[config.mk]
export PLATFORM = sky130hd
export DESIGN_NAME = token_wildcard_pattern_match
export DESIGN_NICKNAME = d
export VERILOG_FILES = /design/src/sv/twpm_pkg.sv /design/src/sv/twpm_cfg_regs.sv /design/src/sv/twpm_nfa.sv /design/src/sv/token_wildcard_pattern_match.sv
export SDC_FILE = /design/constraint.sdc
export NUM_CORES = 1
export LEC_CHECK = 0
export ABC_CLOCK_PERIOD_IN_PS = 4800
export BUFFER_PORTS_ARGS = -buffer_cell sky130_fd_sc_hd__buf_2
export CORE_UTILIZATION = 65
export CTS_CLUSTER_SIZE = 30
export DETAILED_ROUTE_END_ITERATION = 6
export GPL_TIMING_DRIVEN = 0
export PLACE_DENSITY = 0.94
export SLEW_MARGIN = 20
export SYNTH_ARGS = -nofsm -noshare
export SYNTH_HDL_FRONTEND = slang
export SYNTH_SLANG_ARGS = --single-unit
[constraint.sdc]
create_clock -name clk -period 4.8 [get_ports clk]
set_clock_uncertainty 0.15 [all_clocks]
set_input_delay 0.96 -clock clk [delete_from_list [all_inputs] [get_ports clk]]
set_output_delay 0.96 -clock clk [all_outputs]
set_load 0.02 [all_outputs]
[src/sv/twpm_pkg.sv]
`timescale 1ns / 1ps
// ----------------------------------------------------------------------------
// twpm_pkg
// Shared types and constants for the token wildcard pattern matcher.
// ----------------------------------------------------------------------------
package twpm_pkg;

    localparam int TOKEN_SLOTS = 5;
    localparam int GRAM_SLOTS  = 5;
    localparam int WORD_BITS   = 22;
    localparam int LEN_BITS    = 3;
    localparam int KIND_BITS   = 2 * TOKEN_SLOTS;
    localparam int INDEX_BITS  = 3;

    typedef logic [WORD_BITS-1:0] word_t;
    typedef logic [LEN_BITS-1:0]  len_t;

    typedef enum logic [1:0] {
        KIND_LITERAL     = 2'd0,
        KIND_SINGLE      = 2'd1,
        KIND_STAR        = 2'd2,
        KIND_LITERAL_ALT = 2'd3
    } kind_t;

    typedef enum logic [INDEX_BITS-1:0] {
        REG_PATTERN_LENGTH = 3'd0,
        REG_TOKEN_KINDS    = 3'd1,
        REG_TOKEN_WORD_0   = 3'd2,
        REG_TOKEN_WORD_1   = 3'd3,
        REG_TOKEN_WORD_2   = 3'd4,
        REG_TOKEN_WORD_3   = 3'd5,
        REG_TOKEN_WORD_4   = 3'd6,
        REG_UNUSED         = 3'd7
    } reg_index_t;

    typedef struct packed {
        len_t                        pattern_length;
        logic [KIND_BITS-1:0]        token_kinds;
        logic [TOKEN_SLOTS-1:0][WORD_BITS-1:0] token_word;
    } cfg_t;

endpackage

[src/sv/twpm_cfg_regs.sv]
`timescale 1ns / 1ps
// ----------------------------------------------------------------------------
// twpm_cfg_regs
// Pattern register file. Token count is capped and word identifiers are
// trimmed to the compare width when written.
// ----------------------------------------------------------------------------
module twpm_cfg_regs #(
    parameter int TOKEN_CAP = 5,
    parameter int CMP_BITS  = 22
) (
    input  logic                            clk,
    input  logic                            rst_n,
    input  logic                            cfg_write,
    input  logic [twpm_pkg::INDEX_BITS-1:0] cfg_index,
    input  logic [twpm_pkg::WORD_BITS-1:0]  cfg_data,
    output twpm_pkg::cfg_t                  cfg
);

    twpm_pkg::len_t                         pattern_length_reg;
    logic [twpm_pkg::KIND_BITS-1:0]         token_kinds_reg;
    twpm_pkg::len_t                         length_in;

    assign length_in = cfg_data[twpm_pkg::LEN_BITS-1:0];

    always_ff @(posedge clk or negedge rst_n)
    begin
        if (!rst_n)
        begin
            pattern_length_reg <= '0;
            token_kinds_reg    <= '0;
        end
        else if (cfg_write)
        begin
            if (cfg_index == twpm_pkg::REG_PATTERN_LENGTH)
            begin
                if (length_in > twpm_pkg::LEN_BITS'(TOKEN_CAP))
                    pattern_length_reg <= twpm_pkg::LEN_BITS'(TOKEN_CAP);
                else
                    pattern_length_reg <= length_in;
            end
            if (cfg_index == twpm_pkg::REG_TOKEN_KINDS)
                token_kinds_reg <= cfg_data[twpm_pkg::KIND_BITS-1:0];
        end
    end

    assign cfg.pattern_length = pattern_length_reg;
    assign cfg.token_kinds    = token_kinds_reg;

    for (genvar t = 0; t < twpm_pkg::TOKEN_SLOTS; t++)
    begin : g_word
        if (t < TOKEN_CAP)
        begin : g_live
            logic [CMP_BITS-1:0] word_reg;

            always_ff @(posedge clk or negedge rst_n)
            begin
                if (!rst_n)
                    word_reg <= '0;
                else if (cfg_write &&
                         cfg_index == twpm_pkg::INDEX_BITS'(twpm_pkg::REG_TOKEN_WORD_0 + t))
                    word_reg <= cfg_data[CMP_BITS-1:0];
            end

            assign cfg.token_word[t] = twpm_pkg::word_t'(word_reg);
        end
        else
        begin : g_dead
            assign cfg.token_word[t] = '0;
        end
    end

endmodule

[src/sv/twpm_nfa.sv]
`timescale 1ns / 1ps
// ----------------------------------------------------------------------------
// twpm_nfa
// Bit-parallel NFA over consumed word positions; one token per step.
// ----------------------------------------------------------------------------
module twpm_nfa (
    input  twpm_pkg::cfg_t                                     cfg,
    input  twpm_pkg::len_t                                     gram_length,
    input  logic [twpm_pkg::GRAM_SLOTS-1:0][twpm_pkg::WORD_BITS-1:0] gram_word,
    output logic                                               matched
);

    localparam int POS = twpm_pkg::GRAM_SLOTS + 1;

    always_comb
    begin
        logic [POS-1:0] reach;
        logic [POS-1:0] step;
        logic [POS-1:0] len_mask;
        logic           acc;
        twpm_pkg::kind_t kind;

        acc = 1'b0;
        for (int j = 0; j < POS; j++)
            len_mask[j] = (twpm_pkg::LEN_BITS'(j) <= gram_length);

        reach = POS'(1);
        for (int t = 0; t < twpm_pkg::TOKEN_SLOTS; t++)
        begin
            kind = twpm_pkg::kind_t'(cfg.token_kinds[2*t +: 2]);
            step = reach;
            if (twpm_pkg::LEN_BITS'(t) < cfg.pattern_length)
            begin
                step = '0;
                unique case (kind)
                    twpm_pkg::KIND_STAR:
                    begin
                        acc = 1'b0;
                        for (int j = 0; j < POS; j++)
                        begin
                            acc     = acc | reach[j];
                            step[j] = acc & len_mask[j];
                        end
                    end
                    twpm_pkg::KIND_SINGLE,
                    twpm_pkg::KIND_LITERAL,
                    twpm_pkg::KIND_LITERAL_ALT:
                    begin
                        for (int j = 0; j < twpm_pkg::GRAM_SLOTS; j++)
                            step[j+1] = reach[j] &&
                                        (twpm_pkg::LEN_BITS'(j) < gram_length) &&
                                        (kind == twpm_pkg::KIND_SINGLE ||
                                         gram_word[j] == cfg.token_word[t]);
                    end
                    default: step = '0;
                endcase
            end
            reach = step;
        end

        matched = 1'b0;
        for (int j = 0; j < POS; j++)
            if (gram_length == twpm_pkg::LEN_BITS'(j))
                matched = reach[j];
    end

endmodule

[src/sv/token_wildcard_pattern_match.sv]
`timescale 1ns / 1ps
// The result strobe (done) follows the start transfer through the input valid flag and then the done register.
// Throughput: one n-gram per cycle; input register, one NFA pass, result register.
// busy is always low, so start may be held high every cycle.
// Reset clears the pattern registers and the pipeline valid flags.
// The result is shown for one cycle only; the receiver cannot stall.
// ----------------------------------------------------------------------------
// token_wildcard_pattern_match
// Matches an n-gram of word identifiers against a pattern of literal,
// single-word and star tokens.
// ----------------------------------------------------------------------------
module token_wildcard_pattern_match #(
    parameter int MAX_TOKENS   = 5,
    parameter int WORD_ID_BITS = 22
) (
    input  logic                            clk,
    input  logic                            rst_n,
    input  logic                            cfg_write,
    input  logic [twpm_pkg::INDEX_BITS-1:0] cfg_index,
    input  logic [twpm_pkg::WORD_BITS-1:0]  cfg_data,
    input  logic                            start,
    output logic                            busy,
    input  logic [twpm_pkg::LEN_BITS-1:0]   gram_length,
    input  logic [twpm_pkg::WORD_BITS-1:0]  gram_word_0,
    input  logic [twpm_pkg::WORD_BITS-1:0]  gram_word_1,
    input  logic [twpm_pkg::WORD_BITS-1:0]  gram_word_2,
    input  logic [twpm_pkg::WORD_BITS-1:0]  gram_word_3,
    input  logic [twpm_pkg::WORD_BITS-1:0]  gram_word_4,
    output logic                            done,
    output logic                            matched
);

    localparam int TOKEN_CAP = (MAX_TOKENS < twpm_pkg::TOKEN_SLOTS) ?
                               MAX_TOKENS : twpm_pkg::TOKEN_SLOTS;
    localparam int CMP_BITS  = (WORD_ID_BITS < twpm_pkg::WORD_BITS) ?
                               WORD_ID_BITS : twpm_pkg::WORD_BITS;

    twpm_pkg::cfg_t  cfg;
    logic            in_valid_reg;
    twpm_pkg::len_t  in_length_reg;
    logic [twpm_pkg::GRAM_SLOTS-1:0][twpm_pkg::WORD_BITS-1:0] in_word_reg;
    logic [twpm_pkg::GRAM_SLOTS-1:0][twpm_pkg::WORD_BITS-1:0] in_word_next;
    logic            done_reg;
    logic            matched_reg;
    logic            matched_next;
    logic            accept;

    assign busy   = 1'b0;
    assign accept = start && !busy;

    assign in_word_next[0] = twpm_pkg::word_t'(gram_word_0[CMP_BITS-1:0]);
    assign in_word_next[1] = twpm_pkg::word_t'(gram_word_1[CMP_BITS-1:0]);
    assign in_word_next[2] = twpm_pkg::word_t'(gram_word_2[CMP_BITS-1:0]);
    assign in_word_next[3] = twpm_pkg::word_t'(gram_word_3[CMP_BITS-1:0]);
    assign in_word_next[4] = twpm_pkg::word_t'(gram_word_4[CMP_BITS-1:0]);

    twpm_cfg_regs #(
        .TOKEN_CAP (TOKEN_CAP),
        .CMP_BITS  (CMP_BITS)
    ) u_cfg (
        .clk       (clk),
        .rst_n     (rst_n),
        .cfg_write (cfg_write),
        .cfg_index (cfg_index),
        .cfg_data  (cfg_data),
        .cfg       (cfg)
    );

    always_ff @(posedge clk or negedge rst_n)
    begin
        if (!rst_n)
        begin
            in_valid_reg <= 1'b0;
            done_reg     <= 1'b0;
        end
        else
        begin
            in_valid_reg <= accept;
            done_reg     <= in_valid_reg;
        end
    end

    always_ff @(posedge clk)
    begin
        if (accept)
        begin
            in_length_reg <= gram_length;
            in_word_reg   <= in_word_next;
        end
        if (in_valid_reg)
            matched_reg <= matched_next;
    end

    twpm_nfa u_nfa (
        .cfg         (cfg),
        .gram_length (in_length_reg),
        .gram_word   (in_word_reg),
        .matched     (matched_next)
    );

    assign done    = done_reg;
    assign matched = matched_reg;

endmodule
---- Word level (Yosys, flattened, before mapping) ----
Cells that the tools add are included.
operators by class
  $lt $le $gt $ge ......................... 17
  eq/ne operators ......................... 47
  multiplexer cells ....................... 22
  bitwise operators ....................... 44
  reduce and logical (&&, ||, !) cells .... 81
operators with widths
  cell                                                           number
  == test 22 bit                                                 21
  one-hot mux 5 bit (2 select lines)                             5
  logical AND 1 bit                                              46
  2-to-1 mux 6 bit                                               5
  AND 1 bit                                                      24
  logical OR 1 bit                                               21
  == test 2 bit, second input constant                           10
  bitwise OR 1 bit                                               20
  == test 3 bit, second input constant                           5
  OR reduction 3 bit                                             5
  == test 3 x 2 -> 1 bit, second input constant                  4
  < comparator 1 x 3 -> 1 bit, first input constant              4
  < comparator 2 x 3 -> 1 bit, first input constant              4
  2-to-1 mux 1 bit                                               11
  == test 2 x 1 -> 1 bit, second input constant                  5
  logical NOT 2 bit                                              5
  == test 3 x 1 -> 1 bit, second input constant                  2
  less-or-equal comparator 1 x 3 -> 1 bit, first input constant  2
  less-or-equal comparator 2 x 3 -> 1 bit, first input constant  2
  less-or-equal comparator 3 bit, first input constant           2
  logical NOT 3 bit                                              2
  < comparator 3 bit, first input constant                       2
  AND reduction 2 bit                                            2
  greater-than comparator 3 bit, second input constant           1
  2-to-1 mux 3 bit                                               1
word-level totals
  flip-flop bits (word level) ............. 239
  bits of input ports ..................... 142
  output and inout bits ................... 3
  logic and storage cells ................. 227

---- Longest topological paths before layout ----
  depth in word-level cells ............... 43
  mapped depth ............................ 13
  depth with buffers taken out ............ 11

---- Hierarchy ----
Synthesis repeated with hierarchy kept, for this count alone.
unflattened totals
  cell total of the unflattened synthesis .. 1,301
  area, all modules ....................... 14,712.9 µm²
by module, submodules not included
  module                        instances  cells each  area each (µm²)  sequential area each (µm²)
  twpm_nfa                      1          916         6,610.1          0.0
  twpm_cfg_regs                 1          267         4,618.2          3,078.0
  token_wildcard_pattern_match  1          118         3,484.6          3,473.3

---- Least setup slack after synthesis ----
Ideal clock, no wire load.
  path type ............................... register -> register
  start ................................... register u_cfg.pattern_length_reg[1]
  end ..................................... register matched_reg (netlist: matched), data pin
  library setup time ...................... 0.256 ns
  arrival ................................. 2.710 ns
  data required time ...................... 4.394 ns
  slack ................................... 1.684 ns
  stages on the path, launching flop included .. 14
  path buffers ............................ 2
  clock period less this slack ............ 3.116 ns
  cell sequence ........................... dfrtp_1 -> buf_6 -> or2_1 -> buf_6 -> mux2i_4 -> o22a_4 -> o22ai_4 -> o21a_1 -> or4_1 -> a211oi_2 -> o32a_1 -> or2_2 -> o221ai_1 -> a22o_1
between the ends
  word-level cells in the longest chain between the ends .. 23
  elaborated cells on any way between the ends .. 108
  those cells by class .................... order compare: 5; mux: 19; bitwise: 44; reduce/logical: 40
ends and longest elaborated chain
  what                                                        RTL line                            text
  from (decl)                                                 twpm_cfg_regs.sv:19                 twpm_pkg::len_t pattern_length_reg;
  from (signal assigned)                                      twpm_cfg_regs.sv:37                 pattern_length_reg <= twpm_pkg::LEN_BITS'(TOKEN_CAP);
  from (signal assigned)                                      twpm_cfg_regs.sv:39                 pattern_length_reg <= length_in;
  < comparator 1 x 3 -> 1 bit                                 twpm_nfa.sv:32                      if (twpm_pkg::LEN_BITS'(t) < cfg.pattern_length)
  2-to-1 mux 6 bit                                            twpm_nfa.sv:32
  bitwise OR 1 bit or logical AND 1 bit (tied branches)       twpm_nfa.sv:41, twpm_nfa.sv:50
  AND 1 bit (tied with other cells)                           twpm_nfa.sv:42                      step[j] = acc & len_mask[j];
  one-hot mux 5 bit (2 select lines) (tied with other cells)  twpm_nfa.sv:35                      unique case (kind)
  2-to-1 mux 6 bit (tied with other cells)                    twpm_nfa.sv:32
  bitwise OR 1 bit (tied with other cells)                    twpm_nfa.sv:41                      acc = acc | reach[j];
  AND 1 bit (tied with other cells)                           twpm_nfa.sv:42
  [6 not listed]                                              n/a
  bitwise OR 1 bit (tied with other cells)                    twpm_nfa.sv:41
  AND 1 bit (tied with other cells)                           twpm_nfa.sv:42
  one-hot mux 5 bit (2 select lines) (tied with other cells)  twpm_nfa.sv:35
  2-to-1 mux 6 bit *                                          twpm_nfa.sv:32
  2-to-1 mux 1 bit (tied with other cells) (3 in a row)       twpm_nfa.sv:63                      if (gram_length == twpm_pkg::LEN_BITS'(j))
  2-to-1 mux 1 bit or 2-to-1 mux 6 bit (tied branches)        twpm_nfa.sv:63, twpm_nfa.sv:32
  2-to-1 mux 1 bit *                                          twpm_nfa.sv:63
  named net matched_next                                      token_wildcard_pattern_match.sv:45  logic matched_next;
  to (signal assigned)                                        token_wildcard_pattern_match.sv:91  matched_reg <= matched_next;
  to (decl)                                                   token_wildcard_pattern_match.sv:44  logic matched_reg;
The timed path passes the listed nets; every way through them passes the cells marked *.
A chain may end at the register's enable or synchronous reset.

---- Worst setup path in the final report ----
  start ................................... register in_word_reg[18] (netlist bit)
  end ..................................... register matched_reg (netlist: matched), data pin
between the ends
  word-level cells in the longest chain between the ends .. 26
  elaborated cells on any way between the ends .. 96
  those cells by class .................... eq/ne: 5; mux: 15; bitwise: 40; reduce/logical: 36
ends and longest elaborated chain
  what                                                        RTL line                            text
  from (decl)                                                 token_wildcard_pattern_match.sv:41  logic [twpm_pkg::GRAM_SLOTS-1:0][twpm_pkg::WORD_BITS-1:0] in_word_reg;
  from (signal assigned)                                      token_wildcard_pattern_match.sv:88  in_word_reg <= in_word_next;
  == test 22 bit                                              twpm_nfa.sv:53                      gram_word[j] == cfg.token_word[t]);
  logical OR 1 bit                                            twpm_nfa.sv:52                      (kind == twpm_pkg::KIND_SINGLE ||
  logical AND 1 bit                                           twpm_nfa.sv:51                      (twpm_pkg::LEN_BITS'(j) < gram_length) &&
  one-hot mux 5 bit (2 select lines)                          twpm_nfa.sv:35
  2-to-1 mux 6 bit                                            twpm_nfa.sv:32
  bitwise OR 1 bit                                            twpm_nfa.sv:41
  AND 1 bit or bitwise OR 1 bit (tied branches)               twpm_nfa.sv:42, twpm_nfa.sv:41
  one-hot mux 5 bit (2 select lines) (tied with other cells)  twpm_nfa.sv:35
  [9 not listed]                                              n/a
  bitwise OR 1 bit (tied with other cells)                    twpm_nfa.sv:41
  AND 1 bit (tied with other cells)                           twpm_nfa.sv:42
  one-hot mux 5 bit (2 select lines) (tied with other cells)  twpm_nfa.sv:35
  2-to-1 mux 6 bit *                                          twpm_nfa.sv:32
  2-to-1 mux 1 bit (tied with other cells) (3 in a row)       twpm_nfa.sv:63
  2-to-1 mux 1 bit or 2-to-1 mux 6 bit (tied branches)        twpm_nfa.sv:63, twpm_nfa.sv:32
  2-to-1 mux 1 bit *                                          twpm_nfa.sv:63
  named net matched_next                                      token_wildcard_pattern_match.sv:45
Marked as above.

==> results.toml <==
[global_routing]
grt_antenna_before_repair = 3
first_global_vias = 11900
gr-usage-all-layers = 0.510
maximum_number_of_pins_on_one_net_before_global_route_repair = 76
grt_pass1_wl_um = 82700
grt_overflow = 0

[cts]
clock_sinks = 239
max-clock-path-buffers = 3
postCtsSetupBuffers = 0
clkLatencyLatePin_ns = 0.55
post_cts_resize_count = 0
clk_transition_reported_paths_ns = 0.07
cts_hold_buf = 0
cts_made_buffers = 24
cts_root_buffer = "clkbuf_16"
tritoncts = "yes"
cts-htree-levels = 1

[setup_path]
type_of_the_worst_setup_path = "flip-flop to flip-flop"
critical-path-top-cell-by-count = "a211oi_2"
critPathRequiredTime_ns = 4.94
critical_path.endpoint_type = "flip-flop"
worstPathCellList = "buf_6 > xor2_1 > nor4_4 > nand4_1 > o21ai_1 > a211oi_2 > a211oi_2 > o41ai_1 > a21oi_1 > o31ai_2 > o221ai_1 > a22o_1"
start_kind = "flip-flop"
cp_data_arrival_time_ns = 4.44
critPathSlowestCell = "xor2_1"
path_max_fanout = 5
max_stage_delay_ns = 0.92

[power_and_ir_drop]
max-vdd-ir-drop_uv = 391
power_per_cell_area_nw_per_um2 = 460
power_leakage_nw = 6.74

[sta]
setup_viol = 0
fmaxAchievable_ghz = 0.232
max-slew-margin-rel = 0.195
timing_hold_violations_final = 0
finalCriticalPeriod_ns = 4.30
grt_setup_unrepaired = "no"
drv_slew = 0
setup_tns_ns = 0
finalCritPeriodShare = 0.896
tightest_slew_ns = 1.20

[yosys]
yosys.area.top_type = "edfxtp_1"
synthesis.yosys.warnings = 0
asyncSetResetFlopFracSynth = 0.523
leading_cell_type_by_number_of_instances_after_synthesis = "xor2_1"
ys_dominant_reg_cell = "dfrtp_1"
syn-cell-area_um2 = 14900
syn_area_per_cell_um2 = 11.5
netlist_top_cells_count = "xor2_1, dfrtp_1, mux2_2, edfxtp_1, xnor2_1"
synth.net_count = 1434
number_of_synthesized_flops_with_an_enable_pin = 114
seq_area_frac_synth = 0.440
yosys-top-cells-area = "edfxtp_1, dfrtp_1, xor2_1"
yosys.cell_types.count = 83
synthesis.instances = 1292
yosysTopAreaCellShare = 0.230
synth_seq_cells = 239

[drt]
wl_per_cell_um = 33.5
drt_drc_violations_left = 0
first_pass_iters = 6
dr.first_iter.drc_count = 1638
detailroute.wirelength.met2_um = 24500
routed.top_layer = "met5"
num_vias = 12100
routed_wire_length_um = 59200
met3_length_um = 8290
vias_per_cell = 6.82
detail-route-antenna-nets = 0
drt-met1-wl_um = 20400

[floorplan]
starting_density_of_the_core = 0.660
fp.dieW_um = 153
core_area_um2 = 22600
ios = 145
placement_rows = 55
chipHeight_um = 153
die_area_um2 = 23500

[placement]
gpl.final_weighted_congestion = 1.14
detailed_placer_s_ending_hpwl_um = 43800
io_buf_count = 143
dpl-instance-area_um2 = 16000

[hold_path]
hold_class = "flip-flop to flip-flop"

[finish]
n_fill_cell = 1548
finish.net_count = 1605
final-seq-area_um2 = 6550
multi_input_area_um2 = 7690
postLayoutCellArea_um2 = 16900
final_core_util = 0.747
drive_gt1_frac = 0.264
area_growth_syn_to_layout_pct = 13.3

[run_status]
run_status = "finished clean"

[job]
maxCapViolCount = 0
## metrics by stage
stage	total power, mW	setup slack (ns)	std cells	hold slack (ns)
after global routing	7.87	0.395	1765	0.242
after global placement	5.55	1.00	1720	0.217
after detailed placement	5.61	0.959	1722	0.219
after floorplan	4.54	1.68	1292	0.212
final	7.76	0.498	1767	0.232
after CTS	7.54	0.910	1765	0.237
## critical path: cells and delay by family (launching register included)
| kind | cells | cell delay [ns] |
|---|---|---|
| compound gates | 8 | 2.01 |
| xor+xnor | 1 | 0.92 |
| buf+inv | 1 | 0.16 |
| flops | 1 | 0.43 |
| simple gates | 2 | 0.37 |
## report_power, final
group          internal (mW)  leakage [nW]  switching (mW)
Sequential              2.47          2.62           0.260
Clock                   1.11         0.404           0.834
Combinational           1.07          3.73            2.01
Total                   4.66          6.74            3.10
## kinds of logic after synthesis
kind of cell / after synthesis / share of synthesized area
AND/OR/NAND/NOR: 237 / 0.0988
multiplexers: 121 / 0.0922
XOR/XNOR: 463 / 0.274
buffers and inverters: 138 / 0.0445
AO/OA/AOI/OAI: 92 / 0.0496
other: 1 / 0.000252
adder cells (fa/ha/maj): 1 / 0.000672
flip-flops: 239 / 0.440
## final timing paths
path	endpoint	cells past startpoint	slack, ns	start
worst max-delay path	matched$_DFFE_PP_	12	0.50	in_word_reg[18]$_DFFE_PP_
worst min-delay path	done$_DFF_PN0_	0	0.23	in_valid_reg$_DFF_PN0_
worst max register to register	matched$_DFFE_PP_	12	0.50	in_word_reg[18]$_DFFE_PP_
worst min register to register	done$_DFF_PN0_	0	0.23	in_valid_reg$_DFF_PN0_
max in group asynchronous	u_cfg.g_word[0].g_live.word_reg[12]$_DFFE_PN0P_	2	3.50	rst_n
min in group asynchronous	u_cfg.pattern_length_reg[0]$_DFFE_PN0P_	1	0.25	rst_n
## layout by cell type, fill, tap and decap left out, types with 19 or more instances in the layout
cell type / instances
buf_2: 179
clkbuf_1: 81
clkbuf_16: 28
dfrtp_1: 125
edfxtp_1: 114
mux2_2: 119
nand2_1: 19
nand4_1: 43
nor2_1: 23
nor4_1: 86
xnor2_1: 112
xor2_1: 348
## cell type report
| type | count | area share |
|---|---|---|
| Multi-Input combinational cell | 915 | 0.456 |
| Sequential cell | 239 | 0.389 |
| Timing Repair Buffer | 145 | 0.0465 |
| Clock buffer | 36 | 0.0457 |
| Buffer | 134 | 0.0385 |
| Tap cell | 285 | 0.0211 |
| Clock inverter | 7 | 0.00260 |
| Inverter | 4 | 0.000890 |
| Antenna cell | 2 | 0.000297 |
## routing by layer
| metal | track usage | vias up |
|---|---|---|
| li1 | - | 4866 |
| met1 | 0.614 | 5760 |
| met4 | 0.395 | 2 |
| met5 | 0 | - |
| met3 | 0.192 | 340 |
| met2 | 0.741 | 1090 |
Note: power is estimated with default switching activity, not from simulation.
